<file path="src/hdl/scp_pkg.sv">
// Shared types and constants of the serial command parser.
`default_nettype none

package scp_pkg;

	localparam logic [7:0] CH_START = 8'h63;
	localparam logic [7:0] CH_ID_LO = 8'h31;
	localparam logic [7:0] CH_ID_HI = 8'h38;
	localparam logic [7:0] CH_LF    = 8'h0A;
	localparam logic [7:0] CH_CR    = 8'h0D;
	localparam logic [7:0] CH_ZERO  = 8'd48;
	localparam logic [7:0] CH_NINE  = 8'd57;

	localparam logic [3:0] CMD_GEN_OFF      = 4'd1;
	localparam logic [3:0] CMD_GEN_ON       = 4'd2;
	localparam logic [3:0] CMD_FORWARD_TIME = 4'd3;
	localparam logic [3:0] CMD_REVERSE_TIME = 4'd4;
	localparam logic [3:0] CMD_DEAD_A       = 4'd5;
	localparam logic [3:0] CMD_DEAD_B       = 4'd6;
	localparam logic [3:0] CMD_FORWARD_DUTY = 4'd7;
	localparam logic [3:0] CMD_REVERSE_DUTY = 4'd8;

	localparam int unsigned QueueDepthDefault = 4;

	typedef struct packed {
		logic       done;
		logic [3:0] id;
		logic [7:0] value;
		logic       overflow;
	} cmd_rec_t;

endpackage

`default_nettype wire

</file>
<file path="src/hdl/scp_front.sv">
// Character parser: tracks the command syntax and emits one record per character.
`default_nettype none

module scp_front (
	input  wire logic             clk,
	input  wire logic             arst_n,
	input  wire logic             in_valid,
	input  wire logic             in_stall,
	input  wire logic [7:0]       character,
	output logic                  rec_push,
	output scp_pkg::cmd_rec_t     rec
);
	import scp_pkg::*;

	typedef enum logic [2:0] {
		PH_IDLE,
		PH_ID,
		PH_FIRST,
		PH_SECOND,
		PH_THIRD,
		PH_END
	} phase_t;

	phase_t     phase_q, phase_d;
	logic [3:0] id_q, id_d;
	logic [7:0] acc_q, acc_d;
	logic       ovf_q, ovf_d;

	logic        is_digit, is_eol, is_id;
	logic [3:0]  ch_off;
	logic [11:0] acc_x10, acc_sum;
	logic        done;

	assign rec_push = in_valid && !in_stall;

	assign ch_off   = 4'(character - CH_ZERO);
	assign is_digit = (character >= CH_ZERO) && (character <= CH_NINE);
	assign is_eol   = (character == CH_LF) || (character == CH_CR);
	assign is_id    = (character >= CH_ID_LO) && (character <= CH_ID_HI);
	assign acc_x10  = {1'b0, acc_q, 3'b000} + {3'b000, acc_q, 1'b0};
	assign acc_sum  = acc_x10 + {8'd0, ch_off[3:0]};

	always_comb begin
		phase_d = PH_IDLE;
		id_d    = 4'd0;
		acc_d   = 8'd0;
		ovf_d   = 1'b0;
		done    = 1'b0;
		rec     = '0;
		unique case (phase_q)
			PH_ID: begin
				if (is_id) begin
					phase_d = PH_FIRST;
					id_d    = ch_off[3:0];
				end
			end
			PH_FIRST: begin
				if (is_digit) begin
					phase_d = PH_SECOND;
					id_d    = id_q;
					acc_d   = {4'd0, ch_off[3:0]};
				end else if (is_eol && (id_q == CMD_GEN_OFF || id_q == CMD_GEN_ON)) begin
					done = 1'b1;
				end
			end
			PH_SECOND, PH_THIRD: begin
				if (is_digit) begin
					phase_d = (phase_q == PH_SECOND) ? PH_THIRD : PH_END;
					id_d    = id_q;
					acc_d   = acc_sum[7:0];
					ovf_d   = ovf_q || (|acc_sum[11:8]);
				end else if (is_eol) begin
					done = 1'b1;
				end
			end
			PH_END: begin
				done = is_eol;
			end
			default: begin
				if (character == CH_START) begin
					phase_d = PH_ID;
				end
			end
		endcase
		if (done) begin
			rec.done     = 1'b1;
			rec.id       = id_q;
			rec.value    = (phase_q == PH_FIRST) ? 8'd0 : acc_q;
			rec.overflow = (phase_q == PH_FIRST) ? 1'b0 : ovf_q;
		end
	end

	always_ff @(posedge clk or negedge arst_n) begin
		if (!arst_n) begin
			phase_q <= PH_IDLE;
			id_q    <= 4'd0;
			acc_q   <= 8'd0;
			ovf_q   <= 1'b0;
		end else if (rec_push) begin
			phase_q <= phase_d;
			id_q    <= id_d;
			acc_q   <= acc_d;
			ovf_q   <= ovf_d;
		end
	end

endmodule

`default_nettype wire

</file>
<file path="src/hdl/scp_queue.sv">
// Small register queue between the parser and the command executor.
`default_nettype none

module scp_queue #(
	parameter int unsigned DEPTH = scp_pkg::QueueDepthDefault
) (
	input  wire logic              clk,
	input  wire logic              arst_n,
	input  wire logic              push,
	input  scp_pkg::cmd_rec_t      push_data,
	output logic                   full,
	input  wire logic              pop,
	output scp_pkg::cmd_rec_t      pop_data,
	output logic                   empty
);
	import scp_pkg::*;

	localparam int unsigned PtrW = (DEPTH > 1) ? $clog2(DEPTH) : 1;
	localparam int unsigned CntW = $clog2(DEPTH + 1);

	cmd_rec_t          mem_q [DEPTH];
	logic [PtrW-1:0]   wr_ptr_q, rd_ptr_q;
	logic [CntW-1:0]   cnt_q;

	assign full     = (cnt_q == CntW'(DEPTH));
	assign empty    = (cnt_q == '0);
	assign pop_data = mem_q[rd_ptr_q];

	always_ff @(posedge clk) begin
		if (push) begin
			mem_q[wr_ptr_q] <= push_data;
		end
	end

	always_ff @(posedge clk or negedge arst_n) begin
		if (!arst_n) begin
			wr_ptr_q <= '0;
			rd_ptr_q <= '0;
			cnt_q    <= '0;
		end else begin
			if (push) begin
				wr_ptr_q <= (wr_ptr_q == PtrW'(DEPTH - 1)) ? '0 : wr_ptr_q + PtrW'(1);
			end
			if (pop) begin
				rd_ptr_q <= (rd_ptr_q == PtrW'(DEPTH - 1)) ? '0 : rd_ptr_q + PtrW'(1);
			end
			if (push && !pop) begin
				cnt_q <= cnt_q + CntW'(1);
			end else if (pop && !push) begin
				cnt_q <= cnt_q - CntW'(1);
			end
		end
	end

endmodule

`default_nettype wire

</file>
<file path="src/hdl/scp_back.sv">
// Command executor: applies parsed commands to the settings and registers the result.
`default_nettype none

module scp_back (
	input  wire logic             clk,
	input  wire logic             arst_n,
	input  scp_pkg::cmd_rec_t     rec,
	input  wire logic             rec_empty,
	output logic                  rec_pop,
	output logic                  out_valid,
	input  wire logic             out_stall,
	output logic                  command_done,
	output logic [3:0]            command_id,
	output logic [7:0]            command_value,
	output logic                  value_overflow,
	output logic                  generator_on,
	output logic [7:0]            forward_time,
	output logic [7:0]            reverse_time,
	output logic [7:0]            dead_time_a,
	output logic [7:0]            dead_time_b,
	output logic [7:0]            forward_duty,
	output logic [7:0]            reverse_duty
);
	import scp_pkg::*;

	logic       out_valid_q;
	cmd_rec_t   res_q;
	logic       gen_on_q;
	logic [7:0] fwd_time_q, rev_time_q, dead_a_q, dead_b_q, fwd_duty_q, rev_duty_q;

	assign rec_pop = !rec_empty && (!out_valid_q || !out_stall);

	always_ff @(posedge clk or negedge arst_n) begin
		if (!arst_n) begin
			out_valid_q <= 1'b0;
			res_q       <= '0;
			gen_on_q    <= 1'b0;
			fwd_time_q  <= 8'd0;
			rev_time_q  <= 8'd0;
			dead_a_q    <= 8'd0;
			dead_b_q    <= 8'd0;
			fwd_duty_q  <= 8'd0;
			rev_duty_q  <= 8'd0;
		end else if (rec_pop) begin
			out_valid_q <= 1'b1;
			res_q       <= rec;
			if (rec.done) begin
				unique case (rec.id)
					CMD_GEN_OFF:      gen_on_q   <= 1'b0;
					CMD_GEN_ON:       gen_on_q   <= 1'b1;
					CMD_FORWARD_TIME: fwd_time_q <= rec.value;
					CMD_REVERSE_TIME: rev_time_q <= rec.value;
					CMD_DEAD_A:       dead_a_q   <= rec.value;
					CMD_DEAD_B:       dead_b_q   <= rec.value;
					CMD_FORWARD_DUTY: fwd_duty_q <= rec.value;
					CMD_REVERSE_DUTY: rev_duty_q <= rec.value;
					default: begin
					end
				endcase
			end
		end else if (!out_stall) begin
			out_valid_q <= 1'b0;
		end
	end

	assign out_valid      = out_valid_q;
	assign command_done   = res_q.done;
	assign command_id     = res_q.id;
	assign command_value  = res_q.value;
	assign value_overflow = res_q.overflow;
	assign generator_on   = gen_on_q;
	assign forward_time   = fwd_time_q;
	assign reverse_time   = rev_time_q;
	assign dead_time_a    = dead_a_q;
	assign dead_time_b    = dead_b_q;
	assign forward_duty   = fwd_duty_q;
	assign reverse_duty   = rev_duty_q;

endmodule

`default_nettype wire

</file>
<file path="src/hdl/serial_command_parser.sv">
// Top level of the serial command parser for the pulse generator.
// The input channel takes one received character per request (in_valid, in_stall).
// The output channel returns exactly one result request per character
// (out_valid, out_stall): the command report and the settings after that character.
// A command is 'c', an id digit 1 to 8, up to three decimal digits, then CR or LF.
// An accepted character is registered in the queue, then in the result register, before its result shows.
// Throughput: one character per cycle while in_stall is low; the parser state updates once per accepted character.
// A queue of QUEUE_DEPTH records separates parser and executor, so the input keeps
// flowing while a result waits; in_stall rises only when that queue is full.
// While out_valid and out_stall are both high the result and all settings hold.
// Reset clears the parser to idle, turns the generator off and zeroes all settings.
`default_nettype none

module serial_command_parser #(
	parameter int unsigned QUEUE_DEPTH = scp_pkg::QueueDepthDefault
) (
	input  wire logic       clk,
	input  wire logic       arst_n,
	input  wire logic       in_valid,
	output logic            in_stall,
	input  wire logic [7:0] character,
	output logic            out_valid,
	input  wire logic       out_stall,
	output logic            command_done,
	output logic [3:0]      command_id,
	output logic [7:0]      command_value,
	output logic            value_overflow,
	output logic            generator_on,
	output logic [7:0]      forward_time,
	output logic [7:0]      reverse_time,
	output logic [7:0]      dead_time_a,
	output logic [7:0]      dead_time_b,
	output logic [7:0]      forward_duty,
	output logic [7:0]      reverse_duty
);
	import scp_pkg::*;

	cmd_rec_t push_rec, pop_rec;
	logic     push, pop, q_full, q_empty;

	assign in_stall = q_full;

	scp_front u_front (
		.clk      (clk),
		.arst_n   (arst_n),
		.in_valid (in_valid),
		.in_stall (q_full),
		.character(character),
		.rec_push (push),
		.rec      (push_rec)
	);

	scp_queue #(
		.DEPTH(QUEUE_DEPTH)
	) u_queue (
		.clk      (clk),
		.arst_n   (arst_n),
		.push     (push),
		.push_data(push_rec),
		.full     (q_full),
		.pop      (pop),
		.pop_data (pop_rec),
		.empty    (q_empty)
	);

	scp_back u_back (
		.clk           (clk),
		.arst_n        (arst_n),
		.rec           (pop_rec),
		.rec_empty     (q_empty),
		.rec_pop       (pop),
		.out_valid     (out_valid),
		.out_stall     (out_stall),
		.command_done  (command_done),
		.command_id    (command_id),
		.command_value (command_value),
		.value_overflow(value_overflow),
		.generator_on  (generator_on),
		.forward_time  (forward_time),
		.reverse_time  (reverse_time),
		.dead_time_a   (dead_time_a),
		.dead_time_b   (dead_time_b),
		.forward_duty  (forward_duty),
		.reverse_duty  (reverse_duty)
	);

endmodule

`default_nettype wire

</file>
<file path="config.mk">
export PLATFORM = sky130hd
export DESIGN_NAME = serial_command_parser
export DESIGN_NICKNAME = d
export VERILOG_FILES = /design/src/hdl/scp_pkg.sv /design/src/hdl/scp_front.sv /design/src/hdl/scp_queue.sv /design/src/hdl/scp_back.sv /design/src/hdl/serial_command_parser.sv
export SDC_FILE = /design/constraint.sdc
export NUM_CORES = 1
export LEC_CHECK = 0
export BUFFER_PORTS_ARGS = -buffer_cell sky130_fd_sc_hd__buf_2
export CORE_MARGIN = 3
export CORE_UTILIZATION = 35
export DETAILED_ROUTE_END_ITERATION = 12
export GPL_TIMING_DRIVEN = 0
export PLACE_DENSITY = 0.59
export SETUP_SLACK_MARGIN = 0.05
export SLEW_MARGIN = 20
export SYNTH_ARGS = -nofsm -noshare
export SYNTH_HDL_FRONTEND = slang
export SYNTH_SLANG_ARGS = --single-unit
export TNS_END_PERCENT = 1
</file>
<file path="constraint.sdc">
create_clock -name clk -period 2.5 [get_ports clk]
set_clock_uncertainty 0.1 [all_clocks]
set_input_delay 0.375 -clock clk [delete_from_list [all_inputs] [get_ports clk]]
set_output_delay 0.375 -clock clk [all_outputs]
set_load 0.005 [all_outputs]
</file>
==> flow_summary.toml, run 1 <==
[timing]
report.final.setup_viol = 0
timing.fmax_ghz = 0.417
whs_ns = 0.139
fin_crit_sh_pct = 96.0
fin_crit_ns = 2.40
slew_violations = 0
tns_ns = 0
slew-limit-headroom_pct = 45.9
rsz0062_at_grt = "yes"
hold_violations = 0
fin_ws_ns = 0.101
worst_pin_slew_ns = 0.811

[die]
fp.dieArea_sq_mm = 0.0194
num_rows = 48
start_util_pct = 35.9
die_y_um = 139
ioPinCount = 77
die_x_um = 139
core_area_sq_mm = 0.0174

[synth]
yosysWarnings = 0
synth_nets = 455
seq_area_frac_synth_pct = 61.9
syn_avg_cell_area_sq_um = 14.9
synth-edff-count = 56
synth_flop_cell = "dfrtp_1"
synthDistinctLibCells = 51
async_reset_ff_share_pct = 60.8
ys_ff_latch = 143
syn_inst = 419
synth_area_sq_mm = 0.00623

[setup_path]
critPathLaunch = "u_front.acc_q[0]$_DFFE_PN0P_"
r2r_end = "u_front.ovf_q$_DFFE_PN0P_"
r2r-start = "u_front.acc_q[0]$_DFFE_PN0P_"
critical_path.max_fanout = 3
required_ns = 2.73
crit_arrival_ns = 2.63
end_kind = "flop"
r2r_slack_ns = 0.10
critPathLaunchType = "flop"
crit_type = "flop to flop"
reg2reg_depth = 9

[detailed_routing]
drc = 0
antenna_left = 0
drt_iter0_markers = 164
vias = 3777
drt_first_pass_iters = 5
drt-total-wl_um = 12500
wl_per_cell_um = 16.6
viasPerCell = 5.00

[cells_and_area]
design_area_sq_mm = 0.00770
area_delta_synth_final_pct = 23.5
fin_cells = 756
nets = 554
multiInputGateArea_sq_mm = 0.00236
drive_gt1_share_pct = 39.4
seqCellArea_sq_mm = 0.00386
num_antenna_cells = 0
fillCellCount = 1563
final_core_util_pct = 44.4

[clock_network]
clockBufferDepth = 2
clk_latency_ns = 0.41
cts.reportedPaths.clkPinSlew_ns = 0.06
cts_tree = "yes"
cts_buffers = 17
cts_max_level = 4
cts-root-buf = "clkbuf_16"
cts_sinks = 143

[global_routing]
grt_pass1_vias = 3890
grt_start_max_net_pins = 59
overflow = 0
grt_usage_pct = 13.3
grt_pass1_wl_um = 20900
antenna_found_initial = 0

[flow_run]
maxCapViolCount = 0

[power_and_ir_drop]
p_leak_nw = 3.36
peakVddDrop_mv = 0.515
p_total_mw = 8.37
cellPowerDensity_mw_per_mm2 = 1090

[placed_design]
placedInstanceArea_sq_mm = 0.00693
dp_slack_ns = -0.329
portBuffers = 76
place_hpwl_um = 9070
gp_congestion = 0.895
dp.cells = 721

[hold_path]
hold_start = "out_stall"
worstHoldPathCells = 3
hold_end = "u_back.out_valid$_DFFE_PN0P_"
min_path_type = "input pin to flop"

[outcome]
status = "finished, final reports clean"
==> layer usage <==
| layer | routed length (um) | GRT usage [%] | up-vias |
|---|---|---|---|
| li1 | - | - | 1772 |
| met1 | 5740 | 18.0 | 1892 |
| met2 | 6040 | 21.7 | 103 |
| met3 | 672 | 3.71 | 10 |
| met4 | 90 | 2.83 | 0 |
| met5 | 0 | 0 | - |
==> layout by cell type (no fill, tap or decap), types with 4 or more instances in the layout <==
cell type	count
o21ai_0	14
dfrtp_1	85
clkbuf_1	7
nor2_1	12
a21oi_1	5
buf_2	75
a21o_1	4
nor2b_1	6
nand3_1	8
clkbuf_16	18
clkinv_4	4
mux4_2	14
xor2_1	4
and2_1	17
nor3_1	4
nand2_1	21
nand4_1	4
a22o_1	4
ha_1	20
mux2_2	61
xnor2_1	4
inv_1	13
edfxtp_1	56
==> synth_stat cells, types with 2 or more instances <==
cell	count	share of area (%)
o21bai_1	2	0.24
nand4_1	4	0.40
o31ai_1	2	0.24
a21boi_0	2	0.24
o21ai_0	14	1.1
o211ai_1	2	0.24
nand2b_1	2	0.20
a21o_1	4	0.48
nor2_2	2	0.20
nor3b_1	4	0.48
nor3_4	2	0.52
mux2_2	61	11
nand3_1	8	0.64
fa_1	3	0.96
buf_1	2	0.12
a22oi_1	3	0.36
edfxtp_1	56	27
dfrtp_1	87	35
nor2b_1	6	0.60
xor2_1	4	0.56
a221oi_1	2	0.28
inv_1	13	0.78
clkbuf_1	7	0.42
a21oi_1	6	0.48
o41ai_1	2	0.28
nor3_1	7	0.56
a22o_1	4	0.56
ha_1	21	4.2
o22ai_1	2	0.20
xnor2_1	4	0.56
nor2_1	12	0.72
nand2_1	21	1.3
mux4_2	14	5.1
and2_1	17	1.7
==> logic make-up after synthesis <==
kind of cell / Yosys count / share of synthesized area, %
muxes: 77 / 16.4
AOI/OAI and AO/OA: 50 / 5.40
buffers and inverters: 24 / 1.59
DFF: 143 / 61.9
xor gates and xnor gates: 8 / 1.12
adders and majority gates: 24 / 5.18
and+or+nand+nor: 93 / 8.39
==> power by group <==
part           internal, mW  total (mW)  leakage [nW]  switching (mW)
clock                  1.56        2.50         0.289           0.941
combinational          1.21        2.41          1.40            1.20
sequential             3.12        3.46          1.67           0.344
total                  5.89        8.37          3.36            2.49
==> cell type report <==
type	instances	share of cell area, %
clock inverter	11	1.69
clock buffer	21	6.13
buffer	11	1.10
inverter	13	0.634
timing repair buffer	80	5.98
multi-input combinational	252	30.7
sequential	143	50.1
tap	225	3.66
==> state kept, by name, indices dropped and copies added, names as in the netlist <==
signal,cells
u_back.command_id,4
u_front.id_q,4
u_front.ovf_q,1
u_back.forward_duty,8
u_front.acc_q,8
u_back.value_overflow,1
u_back.reverse_duty,8
u_queue.wr_ptr_q,2
u_back.out_valid,1
u_back.reverse_time,8
u_front.phase_q,3
u_queue.mem_q,56
u_back.command_value,8
u_back.command_done,1
u_queue.rd_ptr_q,2
u_back.dead_time_a,8
u_back.generator_on,1
u_back.dead_time_b,8
u_queue.cnt_q,3
u_back.forward_time,8
==> critical path, cell delays in order, from the launching register on <==
cell      delay [ns]
dfrtp_1         0.38
inv_1           0.09
fa_1            0.50
inv_1           0.07
ha_1            0.29
a21oi_1         0.19
o211ai_1        0.22
nor3_2          0.22
a41oi_1         0.07
a31oi_1         0.20
==> how the worst max path moves through the flow <==
| stage | end | slack (ns) | depth (start not counted) |
|---|---|---|---|
| 6_report | u_front.ovf_q$_DFFE_PN0P_ | 0.10 | 9 |
| 5_1_grt | u_front.ovf_q$_DFFE_PN0P_ | -0.05 | 9 |
| 4_1_cts | u_queue.cnt_q[2]$_DFFE_PN0P_ | 0.06 | 10 |
| 3_5_place_dp | u_queue.cnt_q[2]$_DFFE_PN0P_ | -0.33 | 10 |
| 3_3_place_gp | u_queue.cnt_q[2]$_DFFE_PN0P_ | -0.25 | 10 |
| 2_1_floorplan | u_queue.cnt_q[2]$_DFFE_PN0P_ | 0.12 | 10 |
==> timing repair <==
| action | CTS | global route |
|---|---|---|
| buffers inserted | 2 | 0 |
| pin swaps | 6 | 1 |
| endpoints found under the hold margin | 29 | 0 |
| setup endpoints to repair | 85 | 127 |
| hold buffers | 1 | 0 |
| resized for setup | 19 | 12 |
Note: power is estimated with default switching activity, not from simulation.
==> inputs of run 2 (changes only) <==
--- a/config.mk
+++ b/config.mk
@@ -6,11 +6,14 @@
 export NUM_CORES = 1
 export LEC_CHECK = 0
 export BUFFER_PORTS_ARGS = -buffer_cell sky130_fd_sc_hd__buf_2
+export CELL_PAD_IN_SITES_DETAIL_PLACEMENT = 1
+export CELL_PAD_IN_SITES_GLOBAL_PLACEMENT = 1
 export CORE_MARGIN = 3
 export CORE_UTILIZATION = 35
+export CTS_BUF_LIST = sky130_fd_sc_hd__clkbuf_8
 export DETAILED_ROUTE_END_ITERATION = 12
 export GPL_TIMING_DRIVEN = 0
-export PLACE_DENSITY = 0.59
+export PLACE_DENSITY = 0.67
 export SETUP_SLACK_MARGIN = 0.05
 export SLEW_MARGIN = 20
 export SYNTH_ARGS = -nofsm -noshare
==> flow_summary.toml, run 2 (synthesis gave the netlist of run 1 again) <==
[outcome]
status = "finished, violations left"
violations = "setup timing"

[clock_network]
cts.reportedPaths.clkPinSlew_ns = 0.08
cts-root-buf = "clkbuf_8"
cts_tree = "yes"
clockBufferDepth = 2
cts_buffers = 17
clk_latency_ns = 0.44
cts_max_level = 4
cts_sinks = 143

[setup_path]
cp_slowest_cell = "mux4_2"
reg2reg_depth = 6
crit_arrival_ns = 2.73
path_cells = "buf_6, mux4_2, a211oi_2, nand3_2, nor3_4, mux2_2"
critPathTopFamily = "multiplexers"
critPathLaunchType = "flop"
required_ns = 2.72
r2r-start = "u_queue.rd_ptr_q[0]$_DFFE_PN0P_"
end_kind = "flop"
cpPeakStageDelay_ns = 0.52
r2r_slack_ns = -0.008
r2r_end = "u_back.dead_time_a[2]$_DFFE_PN0P_"
path_buf_inv = 1
critical_path.max_fanout = 8
crit_type = "flop to flop"

[cells_and_area]
top_register = "u_queue.mem_q"
design_area_sq_mm = 0.00752
fin_cells = 754
layout_common_cells = "dfrtp_1, buf_2, edfxtp_1"
layout_commonest_cell = "dfrtp_1"
drive_gt1_share_pct = 39.9
num_antenna_cells = 0
largest_reg_flops = 56
area_delta_synth_final_pct = 20.7
nets = 553

[power_and_ir_drop]
peakVddDrop_mv = 0.401
clockPowerShare_pct = 25.4
cellPowerDensity_mw_per_mm2 = 1060
p_comb_share_pct = 31.0
p_leak_nw = 3.30
pwr-share-seq_pct = 43.6
p_int_mw = 5.48
p_sw_mw = 2.47
netSwitchingFraction_pct = 31.0
p_total_mw = 7.95

[global_routing]
overflow = 0
use_met1_pct = 18.4
grt_pass1_wl_um = 22400
busiest_layer = "met2"
grt_pass1_vias = 4141
antenna_found_initial = 0
grt_usage_pct = 14.4
grt_start_max_net_pins = 60
met3_usage_pct = 3.99
use_met2_pct = 24.4

[placed_design]
placedInstanceArea_sq_mm = 0.00693
dp.cells = 721
place_hpwl_um = 9880
gp_congestion = 0.799
portBuffers = 76

[detailed_routing]
vias = 3875
wl_per_cell_um = 18.2
drt_iter0_markers = 158
antenna_left = 0
drc = 0
viasPerCell = 5.14
drt-total-wl_um = 13800
drt_first_pass_iters = 4

[die]
ioPinCount = 77
die_y_um = 139
start_util_pct = 35.9
num_rows = 48
die_x_um = 139
fp.dieArea_sq_mm = 0.0194
core_area_sq_mm = 0.0174

[hold_path]
hold_start = "out_stall"
hold_end = "u_back.out_valid$_DFFE_PN0P_"
worstHoldPathCells = 3
min_path_type = "input pin to flop"

[timing]
rsz0062_at_grt = "yes"
slew-limit-headroom_pct = 44.0
report.final.setup_viol = 2
fin_crit_ns = 2.51
worst_pin_slew_ns = 0.840
timing.fmax_ghz = 0.399
fin_ws_ns = -0.00788
fin_crit_sh_pct = 100
hold_violations = 0
slew_violations = 0

[flow_run]
maxCapViolCount = 0
run 2: repair_timing:
item                                    4_1_cts  5_1_grt
endpoints found under the hold margin        28        0
setup buffers                                 0        1
endpoints found under the setup margin       90      144
gates resized for setup                      19       19
hold buffers                                  1        0
pin swaps                                     5        5
run 2: final cells by class:
class	count	area, sq um
clock inverter	12	181
inverter	13	48.8
clock buffer	19	262
multi-input combinational	252	2360
buffer	11	85.1
tap	225	282
sequential	143	3860
timing repair buffer	79	440
fill	1781	9840
run 2: per-stage QoR:
| stage | TNS (ns) | hold slack (ns) | worst slack [ns] | utilization [%] |
|---|---|---|---|---|
| 2_1_floorplan | 0 | -0.0206 | 0.117 | - |
| 3_3_place_gp | -5.58 | 0.365 | -0.272 | 39.8 |
| 3_5_place_dp | -6.72 | 0.239 | -0.384 | 39.9 |
| 4_1_cts | -0.697 | 0.0543 | -0.0667 | 42.9 |
| 5_1_grt | -2.97 | 0.0723 | -0.126 | 43.3 |
| 6_report | -0.0117 | 0.0815 | -0.00788 | 43.3 |
run 2: worst min-delay path, stage by stage:
cell     delay, ns
buf_2         0.11
nand2_1       0.06
nand2_1       0.04
run 2: power groups by stage:
stage / logic, mW / registers (mW) / clock network (mW)
2_1_floorplan: 1.41 / 3.45 / 0
3_3_place_gp: 2.29 / 3.45 / 0
3_5_place_dp: 2.39 / 3.50 / 0
4_1_cts: 2.45 / 3.47 / 2.07
5_1_grt: 2.73 / 3.54 / 2.17
6_report: 2.47 / 3.46 / 2.02
run 2: metal layers:
layer,up-vias,share of wire [%]
met1,1999,44
met3,7,4.7
met2,104,51
met4,0,0.58
met5,-,0
li1,1765,-
run 2: worst max path at each step:
stage                                                from                            endpoint  slack [ns]  cells after the start
after floorplan              u_queue.cnt_q[0]$_DFFE_PN0P_        u_queue.cnt_q[2]$_DFFE_PN0P_        0.12                     10
after global placement                       character[3]           u_front.ovf_q$_DFFE_PN0P_       -0.27                      9
after detailed placement     u_queue.cnt_q[0]$_DFFE_PN0P_        u_queue.cnt_q[2]$_DFFE_PN0P_       -0.38                     10
final                     u_queue.rd_ptr_q[0]$_DFFE_PN0P_   u_back.dead_time_a[2]$_DFFE_PN0P_      -0.008                      6
after CTS                 u_queue.rd_ptr_q[0]$_DFFE_PN0P_  u_back.reverse_time[6]$_DFFE_PN0P_       -0.07                      6
after global routing      u_queue.rd_ptr_q[0]$_DFFE_PN0P_  u_back.reverse_time[0]$_DFFE_PN0P_       -0.13                      7
==> inputs of run 3 (changes only) <==
--- a/config.mk
+++ b/config.mk
@@ -8,11 +8,10 @@
 export BUFFER_PORTS_ARGS = -buffer_cell sky130_fd_sc_hd__buf_2
 export CELL_PAD_IN_SITES_DETAIL_PLACEMENT = 1
 export CELL_PAD_IN_SITES_GLOBAL_PLACEMENT = 1
-export CORE_MARGIN = 3
 export CORE_UTILIZATION = 35
 export CTS_BUF_LIST = sky130_fd_sc_hd__clkbuf_8
 export DETAILED_ROUTE_END_ITERATION = 12
-export GPL_TIMING_DRIVEN = 0
+export GPL_TIMING_DRIVEN = 1
 export PLACE_DENSITY = 0.67
 export SETUP_SLACK_MARGIN = 0.05
 export SLEW_MARGIN = 20
==> flow_summary.toml, run 3 (synthesis gave the netlist of run 1 again) <==
[outcome]
status = "finished, final reports clean"

[cells_and_area]
largest_reg_flops = 56
layout_commonest_cell = "dfrtp_1"
area_delta_synth_final_pct = 21.8
layout_common_cells = "dfrtp_1, buf_2, mux2_2"
seqCellArea_sq_mm = 0.00386
final_core_util_pct = 43.7
design_area_sq_mm = 0.00759
drive_gt1_share_pct = 41.6
fin_cells = 773
multiInputGateArea_sq_mm = 0.00231
num_antenna_cells = 0
top_register = "u_queue.mem_q"
nets = 571
fillCellCount = 1819

[detailed_routing]
drt_first_pass_iters = 4
viasPerCell = 4.98
antenna_left = 0
wl_per_cell_um = 17.5
vias = 3852
drt-total-wl_um = 13500
drt_iter0_markers = 144
drc = 0

[timing]
slew-limit-headroom_pct = 42.7
hold_violations = 0
whs_ns = 0.0807
slew_violations = 0
worst_pin_slew_ns = 0.852
timing.fmax_ghz = 0.421
fin_crit_sh_pct = 95.0
rsz0062_at_grt = "yes"
tns_ns = 0
report.final.setup_viol = 0
fin_crit_ns = 2.37
fin_ws_ns = 0.126

[global_routing]
overflow = 0
grt_pass1_wl_um = 22200
antenna_found_initial = 0
grt_pass1_vias = 4074
grt_start_max_net_pins = 60
grt_usage_pct = 16.2

[clock_network]
clk_latency_ns = 0.45
cts_sinks = 143
cts-root-buf = "clkbuf_8"
cts_max_level = 4
cts.reportedPaths.clkPinSlew_ns = 0.08
clockBufferDepth = 2
cts_buffers = 17
cts_tree = "yes"

[placed_design]
placedInstanceArea_sq_mm = 0.00711
gp_congestion = 0.740
dp.cells = 738
portBuffers = 76
dp_slack_ns = -0.127
place_hpwl_um = 9870

[setup_path]
path_cells = "inv_2, fa_1, inv_1, fa_1, a21oi_2, o22ai_1, o211ai_1, o41ai_1, a31oi_1"
path_buf_inv = 2
cpPeakStageDelay_ns = 0.50
r2r-start = "u_front.acc_q[0]$_DFFE_PN0P_"
crit_top_cell = "fa_1"
critPathLaunch = "u_front.acc_q[0]$_DFFE_PN0P_"
critical_path.max_fanout = 2
crit_type = "flop to flop"
cp_slowest_cell = "fa_1"
critPathTopFamily = "adder cells"
required_ns = 2.77
end_kind = "flop"
crit_arrival_ns = 2.65
critPathLaunchType = "flop"

[die]
ioPinCount = 77
die_y_um = 135
die_x_um = 135
num_rows = 48
fp.dieArea_sq_mm = 0.0183
core_area_sq_mm = 0.0174
start_util_pct = 35.9

[power_and_ir_drop]
p_leak_nw = 3.37
p_total_mw = 7.80
peakVddDrop_mv = 0.424
cellPowerDensity_mw_per_mm2 = 1030

[flow_run]
maxCapViolCount = 0

[hold_path]
min_path_type = "input pin to flop"
hold_start = "out_stall"
==> run 3: changes by cell type in the layout (fill, tap and decap cells not counted), sizes merged <==
cell	change
buf	+23
bufinv	-1
clkbuf	-6
clkinv	-2
clkinvlp	+1
inv	+4
==> run 3: worst reg2reg max path: stages, from the launching register on <==
cell      delay, ns
dfrtp_1        0.37
inv_2          0.06
fa_1           0.50
inv_1          0.06
fa_1           0.46
a21oi_2        0.18
o22ai_1        0.12
o211ai_1       0.17
o41ai_1        0.10
a31oi_1        0.18
==> run 3: final timing paths <==
| kind | cells after the start | endpoint | slack, ns |
|---|---|---|---|
| hold reg to reg | 1 | u_back.command_id[3]$_DFFE_PN0P_ | 0.39 |
| max in group asynchronous | 3 | u_back.forward_time[5]$_DFFE_PN0P_ | 1.34 |
| min in group asynchronous | 2 | u_back.command_done$_DFFE_PN0P_ | 0.32 |
| hold / removal | 3 | u_back.out_valid$_DFFE_PN0P_ | 0.08 |
| setup / recovery | 9 | u_front.ovf_q$_DFFE_PN0P_ | 0.13 |
| setup reg to reg | 9 | u_front.ovf_q$_DFFE_PN0P_ | 0.13 |
==> run 3: where the power goes <==
part	leakage [nW]	switching [mW]	internal, mW
clock network	0.216	0.928	1.03
logic	1.48	1.19	1.20
registers	1.67	0.354	3.10
total	3.37	2.47	5.33
==> run 3: cell type report <==
class / count / area share [%]
repair buffers: 108 / 8.74
multi-input cells: 252 / 30.5
clock inverters: 14 / 2.32
clock buffers: 18 / 3.26
inverters: 13 / 0.643
well taps: 225 / 3.71
flip-flops and latches: 143 / 50.8
==> run 3: layer usage <==
layer / up-vias / global-route usage (%) / part of all wire [%]
met5: - / 0 / 0
met4: 0 / 6.99 / 1.7
met3: 20 / 3.59 / 4.2
met2: 95 / 26.6 / 49
met1: 1947 / 20.6 / 45
li1: 1790 / - / -
==> run 3: repair_timing <==
item,CTS,global route
hold endpoints to repair,28,0
pin swaps,2,4
setup buffers,0,2
endpoints found under the setup margin,1,11
gates resized for setup,2,5
hold buffers,1,0
